**config.mk**
```make
export PLATFORM = sky130hd
export DESIGN_NAME = keyframe_linear_interpolator_unit
export DESIGN_NICKNAME = d
export VERILOG_FILES = /design/src/rtl/core/kli_pkg.sv /design/src/rtl/core/keyframe_linear_interpolator_unit.sv
export SDC_FILE = /design/constraint.sdc
export NUM_CORES = 2
export LEC_CHECK = 0
export BUFFER_PORTS_ARGS = -buffer_cell sky130_fd_sc_hd__clkbuf_2
export CORE_MARGIN = 2
export CORE_UTILIZATION = 53
export CTS_CLUSTER_SIZE = 12
export DETAILED_ROUTE_END_ITERATION = 8
export PLACE_DENSITY = 0.72
export SLEW_MARGIN = 20
export SYNTH_ARGS = -nofsm -noshare
export SYNTH_HDL_FRONTEND = slang
export SYNTH_SLANG_ARGS = --single-unit
```
**constraint.sdc**
```tcl
create_clock -name clk -period 10.3 [get_ports clk]
set_input_delay 1.545 -clock clk [delete_from_list [all_inputs] [get_ports clk]]
set_output_delay 1.545 -clock clk [all_outputs]
set_load 0.01 [all_outputs]
```
**src/rtl/core/kli_pkg.sv**
```systemverilog
// Package for the keyframe linear interpolator: widths, status codes, defaults.
// No dependencies.
package kli_pkg;
  localparam int MaxKeysDefault = 16;
  localparam int FracBits = 24;
  typedef enum logic [1:0] {
    ST_SAMPLE_OK = 2'd0,
    ST_NO_SAMPLE = 2'd1,
    ST_STORED    = 2'd2,
    ST_DROPPED   = 2'd3
  } status_t;
endpackage

```
**src/rtl/core/keyframe_linear_interpolator_unit.sv**
```systemverilog
// Keyframe linear interpolator: key table, serial modulo, search, divide, multiply.
// Depends on kli_pkg.
// An append has its result in the cycle after it is accepted. A sample fetches the
// first and last key times, reduces the time modulo the last key time (loop mode only),
// clamps it, searches the keys, fetches the earlier key of the pair, divides and
// multiplies. One request at a time; in_ready returns the cycle after the result
// is taken. Reset (rst, synchronous) empties the table and clears loop mode; key
// storage itself is not cleared.
module keyframe_linear_interpolator_unit #(
  parameter int MAX_KEYS = kli_pkg::MaxKeysDefault
) (
  input  logic               clk,
  input  logic               rst,
  input  logic               cfg_we,
  input  logic               cfg_wdata,
  input  logic               in_valid,
  output logic               in_ready,
  input  logic               operation,
  input  logic [30:0]        key_time,
  input  logic signed [31:0] key_value,
  input  logic signed [31:0] sample_time,
  output logic               out_valid,
  input  logic               out_ready,
  output logic [1:0]         status,
  output logic signed [31:0] value
);
  localparam int IW = (MAX_KEYS > 1) ? $clog2(MAX_KEYS) : 1;
  localparam int CW = $clog2(MAX_KEYS + 1);

  typedef enum logic [8:0] {
    S_IDLE  = 9'b000000001,
    S_CHK   = 9'b000000010,
    S_MOD   = 9'b000000100,
    S_CLAMP = 9'b000001000,
    S_SRCH  = 9'b000010000,
    S_RD    = 9'b000100000,
    S_DIV   = 9'b001000000,
    S_MUL   = 9'b010000000,
    S_OUT   = 9'b100000000
  } state_t;

  state_t state;
  logic loop_mode;
  logic [CW-1:0] key_count;
  logic [31:0] times_mem [MAX_KEYS];
  logic signed [31:0] values_mem [MAX_KEYS];

  // Read port registered; address chosen by the sequencer.
  logic [IW-1:0] rd_addr;
  logic [31:0] rd_time;
  logic signed [31:0] rd_val;

  logic signed [33:0] t;      // working sample time
  logic [31:0] tmin, tmax, t1;
  logic signed [31:0] v0, v1;
  logic signed [32:0] dv;     // value step between the two keys
  logic [IW-1:0] idx;
  logic [5:0] cnt;
  logic [2:0] phase;
  // Shared shift-subtract unit: remainder and quotient registers.
  logic [63:0] rem;
  logic [23:0] quo;
  logic [63:0] dvs;
  logic signed [58:0] prod;

  assign in_ready = (state == S_IDLE) && !out_valid;

  always_ff @(posedge clk) begin
    rd_time <= times_mem[rd_addr];
    rd_val  <= values_mem[rd_addr];
    if (in_valid && in_ready && !operation && (key_count < CW'(MAX_KEYS))) begin
      times_mem[key_count[IW-1:0]]  <= {1'b0, key_time};
      values_mem[key_count[IW-1:0]] <= key_value;
    end
  end

  logic [64:0] diff;
  assign diff = {1'b0, rem} - {1'b0, dvs};

  always_ff @(posedge clk) begin
    if (rst) begin
      state <= S_IDLE;
      loop_mode <= 1'b0;
      key_count <= '0;
      out_valid <= 1'b0;
      phase <= '0;
    end else begin
      if (cfg_we) loop_mode <= cfg_wdata;
      if (out_valid && out_ready) out_valid <= 1'b0;
      case (state)
        S_IDLE: begin
          if (in_valid && in_ready) begin
            if (!operation) begin
              // Append: store unless the table is full.
              out_valid <= 1'b1;
              value <= '0;
              if (key_count < CW'(MAX_KEYS)) begin
                key_count <= key_count + 1'b1;
                status <= kli_pkg::ST_STORED;
              end else begin
                status <= kli_pkg::ST_DROPPED;
              end
            end else begin
              t <= 34'(sample_time);
              rd_addr <= '0;
              phase <= '0;
              state <= S_CHK;
            end
          end
        end
        S_CHK: begin
          // Fetch first and last key time through the read port.
          phase <= phase + 1'b1;
          if (phase == 3'd0) begin
            if (key_count < CW'(2)) begin
              status <= kli_pkg::ST_NO_SAMPLE;
              value <= '0;
              out_valid <= 1'b1;
              state <= S_IDLE;
            end
            rd_addr <= IW'(key_count - 1'b1);
          end else if (phase == 3'd1) begin
            tmin <= rd_time;
          end else begin
            tmax <= rd_time;
            if (rd_time == 32'd0) begin
              status <= kli_pkg::ST_NO_SAMPLE;
              value <= '0;
              out_valid <= 1'b1;
              state <= S_IDLE;
            end else if (loop_mode) begin
              // Floor modulo via magnitude remainder then sign fix.
              rem <= 64'(t[33] ? -t : t);
              dvs <= {1'b0, rd_time, 31'd0};
              cnt <= 6'd0;
              state <= S_MOD;
            end else begin
              state <= S_CLAMP;
            end
          end
        end
        S_MOD: begin
          // Restoring remainder: divisor starts shifted by 31, walks down.
          if (!diff[64]) rem <= diff[63:0];
          dvs <= dvs >> 1;
          cnt <= cnt + 1'b1;
          if (cnt == 6'd31) begin
            state <= S_CLAMP;
            if (t[33] && (diff[64] ? rem : diff[63:0]) != 64'd0)
              t <= 34'(tmax) - 34'(diff[64] ? rem : diff[63:0]);
            else
              t <= 34'(diff[64] ? rem : diff[63:0]);
          end
        end
        S_CLAMP: begin
          if (t < $signed({2'b00, tmin})) t <= $signed({2'b00, tmin});
          else if (t >= $signed({2'b00, tmax})) t <= $signed({2'b00, tmax}) - 34'sd1;
          idx <= IW'(1);
          rd_addr <= IW'(1);
          phase <= '0;
          state <= S_SRCH;
        end
        S_SRCH: begin
          // Each key has a wait phase and a compare phase; the wait lets the registered read settle.
          if (phase == 3'd0) begin
            phase <= 3'd1;
          end else if ((CW'(idx) < key_count - 1'b1) &&
                       ($signed({2'b00, rd_time}) <= t)) begin
            idx <= idx + 1'b1;
            rd_addr <= idx + 1'b1;
            phase <= 3'd0;
          end else begin
            t1 <= rd_time;
            v1 <= rd_val;
            rd_addr <= idx - 1'b1;
            phase <= 3'd0;
            state <= S_RD;
          end
        end
        S_RD: begin
          phase <= phase + 1'b1;
          if (phase == 3'd1) begin
            v0 <= rd_val;
            dv <= 33'(v1) - 33'(rd_val);
            if (t1 <= rd_time) begin
              status <= kli_pkg::ST_SAMPLE_OK;
              value <= v1;
              out_valid <= 1'b1;
              state <= S_IDLE;
            end else begin
              // Numerator clamped to [0, span], shifted up by the fraction bits.
              rem <= (t < $signed({2'b00, rd_time})) ? 64'd0 :
                     ((t - $signed({2'b00, rd_time})) > $signed({2'b00, t1 - rd_time})) ?
                     {8'd0, t1 - rd_time, 24'd0} :
                     {8'd0, 32'(t - $signed({2'b00, rd_time})), 24'd0};
              dvs <= {8'd0, t1 - rd_time, 24'd0};
              quo <= '0;
              cnt <= '0;
              state <= S_DIV;
            end
          end
        end
        S_DIV: begin
          if (!diff[64]) rem <= diff[63:0];
          quo <= {quo[22:0], !diff[64]};
          dvs <= dvs >> 1;
          cnt <= cnt + 1'b1;
          if (cnt == 6'd24) begin
            prod <= dv * $signed({1'b0, quo, !diff[64]});
            state <= S_MUL;
          end
        end
        S_MUL: begin
          value <= 32'(v0 + (prod >>> kli_pkg::FracBits));
          status <= kli_pkg::ST_SAMPLE_OK;
          state <= S_OUT;
        end
        S_OUT: begin
          out_valid <= 1'b1;
          state <= S_IDLE;
        end
        default: state <= S_IDLE;
      endcase
    end
  end
endmodule
```
; ---- After elaboration in Yosys (flattened, before gate mapping)
; Memories as Yosys holds them, arrays and structs flattened. A register that Yosys moved wholly into a read port is not among the register bits.
; Index checks and enable logic that the tools add are counted.
[totals]
register_bits = 534
inputBits = 102
out_inout_bits = 36
n_memories = 2
ramBits = 1008
wordCells = 214
[mem_list]
columns = memory, depth, word_bits, rd, rd_clocked_by_memory_dff, wr, line
row1 = values_mem, 16, 32, 1, 1, 1, keyframe_linear_interpolator_unit.sv:46  ; logic signed [31:0] values_mem [MAX_KEYS];
row2 = times_mem, 16, 31, 1, 1, 1, keyframe_linear_interpolator_unit.sv:45  ; logic [31:0] times_mem [MAX_KEYS];
[op_classes]
multipliers = 1
eq_ne = 32
muxes = 93
magnitude_cmp = 9
bitwise_logic = 5
reduce_logical = 36
addsub = 14
[op_table]
columns = op, count
row1 = $mux 64, 14
row2 = $pmux 64 s3, 2
row3 = $mux 32, 8
row4 = $mux 34, 6
row5 = $pmux 32 s4, 1
row6 = $mux 56, 2
row7 = $pmux 34 s3, 1
row8 = $mux 9, 10
row9 = $pmux 9 s8, 1
row10 = $lt 34x33->1, 2
row11 = $sub 64x64->65, 1
row12 = $neg 34->64, 1
row13 = $reduce_bool 64->1, 1
row14 = $mul 33x26->56, 1
row15 = $mux 24, 2
row16 = $pmux 24 s2, 1
row17 = $mux 4, 9
row18 = $mux 6, 6
row19 = $ge 34x33->1, 1
row20 = $gt 34x33->1, 1
row21 = $le 33x34->1, 1
row22 = $sub 32x34->34, 1
row23 = $sub 34x33->34, 1
row24 = $sub 32x1->33 const B, 1
row25 = 51 further kinds, 115

; ---- Depth between registers and ports, before layout
[depth]
word_depth = 7
ltp_mapped = 42
mapped_depth_nobuf = 37

; ---- Worst setup path before layout
; No wires, ideal clock.
[synth_path]
kind = register -> register
start = register rd_time[0], read port of times_mem
end = register cnt[0], enable pin
stages_incl_launch_ff = 15
required_ps = 9598
synth_period_minus_slack_ps = 9834
arrival_ps = 9132
setup_slack_ps = 466
path_buffers = 0
cell_sequence = dfxtp_1 -> ha_1 -> inv_1 -> fa_1 -> a21o_1 -> a21oi_1 -> o21bai_1 -> a211o_1 -> and3_1 -> o211ai_1 -> a311oi_1 -> a221oi_1 -> a31oi_1 -> o21ai_0 -> a31oi_1
[synth_between]
elab_chain_cells = 3
word_cells_on_any_way = 5
cone_classes = order compare: 1 / eq/ne: 2 / reduce/logical: 2
[synth_rtl]
columns = item, line
row1 = from (decl), keyframe_linear_interpolator_unit.sv:50  ; logic [31:0] rd_time;
row2 = $le 32x32->1 or $logic_not 32->1 (tied branches), "keyframe_linear_interpolator_unit.sv:185, keyframe_linear_interpolator_unit.sv:126"
row3 = $ne 2x2->1 (no line), --
row4 = $reduce_and 8->1 (no line) *, --
row5 = to (signal assigned), keyframe_linear_interpolator_unit.sv:146  ; cnt <= cnt + 1'b1;
row6 = to (signal assigned), keyframe_linear_interpolator_unit.sv:207  ; cnt <= cnt + 1'b1;
row7 = to (decl), keyframe_linear_interpolator_unit.sv:58  ; logic [5:0] cnt;
; Mark *: on every way between the ends. The rest lies on a longest branch, timed or not.
; A chain may end at the register's enable or synchronous reset.

; ---- Worst setup path after layout
[layout_path]
start = register rem[0]
end = register prod[55], data pin
[layout_between]
elab_chain_cells = 3
[layout_rtl]
columns = item, line
row1 = from (decl), keyframe_linear_interpolator_unit.sv:61  ; logic [63:0] rem;
row2 = from (signal assigned), keyframe_linear_interpolator_unit.sv:133  ; rem <= 64'(t[33] ? -t : t);
row3 = from (signal assigned), keyframe_linear_interpolator_unit.sv:144  ; if (!diff[64]) rem <= diff[63:0];
row4 = from (signal assigned), keyframe_linear_interpolator_unit.sv:192  ; rem <= (t < $signed({2'b00, rd_time})) ? 64'd0 :
row5 = $sub 64x64->65, keyframe_linear_interpolator_unit.sv:78  ; assign diff = {1'b0, rem} - {1'b0, dvs};
row6 = $logic_not 1->1, keyframe_linear_interpolator_unit.sv:209  ; prod <= dv * $signed({1'b0, quo, !diff[64]});
row7 = $mul 33x26->56, keyframe_linear_interpolator_unit.sv:209
row8 = to (signal assigned), keyframe_linear_interpolator_unit.sv:209
row9 = to (decl), keyframe_linear_interpolator_unit.sv:64  ; logic signed [58:0] prod;
; Every way passes these cells.

==> impl_metrics.yaml <==
outcome:
  status: "finished clean"
timing:
  skew_ns: 0.0357
  final-hold-violation-count: 0
  period_minus_slack_ns: 9.84
  slew_violations: 0
  rsz0062_at_grt: "no"
  finalSetupViolCount: 0
  slew_headroom_pct: 18.4
  worst_slew_pin_slew_ns: 1.22
  max_freq_ghz: 0.102
  fin_crit_sh_pct: 95.6
  setup_tns_ns: 0
power_and_ir_drop:
  p_per_area_nw_per_um2: 151
  p_leak_nw: 43.0
  peakVddDrop_uv: 176
  p_sw_w: 0.00490
  p_sw_share_pct: 29.6
  p_comb_share_pct: 21.9
  clkPwrFrac_pct: 32.7
  power_w: 0.0165
  p_int_w: 0.0116
  sequentialPowerShare_pct: 45.4
route:
  dr.pass1.iters: 6
  avgViaCountPerCell: 6.07
  dr.first_iter.drc_count: 6542
  drc: 0
  wl_microns: 280000
  vias: 65000
  routedWlPerCell_microns: 26.1
  antenna_left: 0
die:
  start_util_pct: 53.4
  io_pins: 138
  die_w_microns: 439
  coreArea_sq_um: 188000
  die_h_microns: 439
  die-area_sq_um: 193000
  placementRows: 159
critical_path:
  worst_setup_path_start_kind: "register"
  cp_slowest_cell: "a2111o_1"
  worstPathArrival_ns: 10.37
  endpoint_kind: "register"
  crit_fanout: 16
  path_class: "register to register"
  critPathRequiredTime_ns: 10.83
  critPathMaxStageDelay_ns: 0.55
place:
  io_buffers: 137
  routabilityCongestion: 0.990
  hpwlAfterDp_microns: 196000
clocking:
  hold_buffers: 0
  numCtsBuffers: 160
  postCtsSetupBuffers: 0
  clkTransAtPathRegs_ns: 0.06
  cts_tree: "yes"
  cts_resized: 0
  clockBufferDepth: 3
  clock_latency_ns: 0.81
  cts.htree.levels: 4
  cts_sinks: 1544
  cts-root-buf: "clkbuf_16"
finish:
  synthToLayoutAreaGrowth_pct: 8.79
  fillers: 14800
  fin_nets: 9497
  seqCellArea_sq_um: 45500
  drive_gt1_share_pct: 10.7
  multiInputGateArea_sq_um: 49900
global_routing:
  grt_start_max_net_pins: 110
  grt_pass1_vias: 66500
  antenna_found_initial: 24
  grt_pass1_wl_microns: 422000
  overflow: 0
  grtUsageTotal_pct: 29.4
min_path:
  hp-class: "register to register"
flow_run:
  max_cap_viol_count: 0
yosys:
  synth_compound_area_share_pct: 7.38
  syn-mean-instance-area_sq_um: 12.6
  synthCells: 7970
  synth_top_family_by_area: "adder cells"
  async_flop_share_pct: 0
  ys_seq_area_share_pct: 45.4
  synth_simple_gate_area_share_pct: 9.34
  ys.warnings.count: 0
  synth_edf_count: 1462
  synthXorXnorAreaFrac_pct: 2.66
  postSynthRegisterBits: 1544
  synth.mux.area_fraction_pct: 7.70
  synth.net_count: 9376
  syn_area_sq_um: 100000
  synth_fa_ha_area_share_pct: 22.4
  synth_ff_type: "edfxtp_1"
  synth_cell_types: 89
flip-flops by register name, summed over array words and instances (netlist names), 2 cells and up:
name / flops
values_mem: 512
times_mem: 496
rem: 64
dvs: 62
t: 34
dv: 33
prod: 32
rd_val: 32
v0: 32
v1: 32
value: 32
rd_time: 31
t1: 31
tmax: 31
tmin: 31
quo: 24
state: 9
cnt: 6
key_count: 5
idx: 4
rd_addr: 4
phase: 3
status: 2
through the flow:
| step | hold slack, ns | utilization [%] | area (sq um) | setup WS [ns] | instances |
|---|---|---|---|---|---|
| after floorplan | 0.426 | - | 100000 | 0.466 | 7970 |
| after detailed placement | 0.444 | 55.5 | 104000 | 0.452 | 10400 |
| after CTS | 0.454 | 58.0 | 109000 | 0.366 | 10700 |
| after global placement | 0.434 | 55.5 | 104000 | 0.478 | 10400 |
| after global routing | 0.472 | 58.1 | 109000 | 0.0625 | 10700 |
| final | 0.451 | 58.1 | 109000 | 0.456 | 10700 |
per-layer routing:
layer	track usage [%]	wire length, microns
met2	46.0	131000
met4	10.5	9650
met1	41.3	114000
met3	5.61	24800
met5	0	149
power by group through the flow:
| stage | Sequential [W] | Combinational [W] | Clock (W) |
|---|---|---|---|
| 2_1_floorplan | 0.00738 | 0.00244 | 0 |
| 3_3_place_gp | 0.00761 | 0.00348 | 0 |
| 3_5_place_dp | 0.00761 | 0.00352 | 0 |
| 4_1_cts | 0.00748 | 0.00355 | 0.00548 |
| 5_1_grt | 0.00749 | 0.00390 | 0.00571 |
| 6_report | 0.00750 | 0.00362 | 0.00541 |
worst paths after layout:
kind                   start  endpoint  slack [ns]  cells past startpoint
setup / recovery      rem[0]  prod[55]        0.46                     36
hold / removal    rd_val[12]    v0[12]        0.45                      0
setup reg to reg      rem[0]  prod[55]        0.46                     36
hold reg to reg   rd_val[12]    v0[12]        0.45                      0
kinds of logic (layout without fill, tap and decap cells):
logic type,Yosys count,count (layout)
AO/OA/AOI/OAI,1156,1156
multiplexers,378,378
flip-flops,1544,1544
other,0,11
XOR/XNOR,305,305
buffers and inverters,1362,1598
AND/OR/NAND/NOR,1921,1921
adder cells (fa/ha/maj),1304,1304
cell usage after synthesis (59+ instances only):
cell      instances  area [sq um]
a211oi_1         83           623
a21o_1          136          1020
a21oi_1         285          1430
and2_1          416          2600
clkbuf_1        287          1080
dfxtp_1          82          1640
edfxtp_1       1462         43900
fa_1            824         16500
ha_1            480          6010
inv_1          1030          3870
mux2i_1          59           591
mux4_2          315          7090
nand2_1         663          2490
nand3_1          70           350
nand4_1          62           388
nor2_1          368          1380
nor3_1           76           380
o21ai_0         260          1300
o22ai_1          60           375
xnor2_1         181          1590
xor2_1          124          1090
critical path, delay by kind of cell (launching register included):
family	cells	cell delay, ns
xor gates and xnor gates	1	0.08
adders and majority gates	8	3.39
DFF	1	0.42
buffers and inverters	6	0.34
AOI/OAI and AO/OA	19	4.91
and+or+nand+nor	2	0.39
placed cells by master, fill, tap and decap left out, types with 36 or more instances in the layout:
| cell | Yosys | layout |
|---|---|---|
| a21o_1 | 136 | 136 |
| mux4_2 | 315 | 315 |
| nor2b_1 | 45 | 45 |
| nand2_1 | 663 | 663 |
| clkbuf_1 | 287 | 68 |
| nor2_1 | 368 | 352 |
| buf_4 | 0 | 150 |
| mux2i_1 | 59 | 59 |
| clkbuf_2 | 2 | 137 |
| o21ai_0 | 260 | 260 |
| inv_1 | 1030 | 1030 |
| o22ai_1 | 60 | 60 |
| xnor2_1 | 181 | 181 |
| edfxtp_1 | 1462 | 1462 |
| nand4_1 | 62 | 62 |
| and2_1 | 416 | 416 |
| a211oi_1 | 83 | 82 |
| nor3_1 | 76 | 70 |
| ha_1 | 480 | 480 |
| xor2_1 | 124 | 124 |
| clkbuf_16 | 0 | 162 |
| nand2b_1 | 55 | 54 |
| or3_1 | 36 | 36 |
| dfxtp_1 | 82 | 82 |
| o21a_1 | 52 | 51 |
| fa_1 | 824 | 824 |
| a21oi_1 | 285 | 284 |
| nand3_1 | 70 | 70 |
cell type report:
class	instances	share of cell area, %
Inverter	1030	3.54
Antenna cell	11	0.0252
Sequential cell	1544	41.7
Tap cell	2495	2.86
Multi-Input combinational cell	5064	45.7
Timing Repair Buffer	291	1.75
Clock inverter	39	0.337
Clock buffer	238	4.05
(Power assumes the default switching activity.)
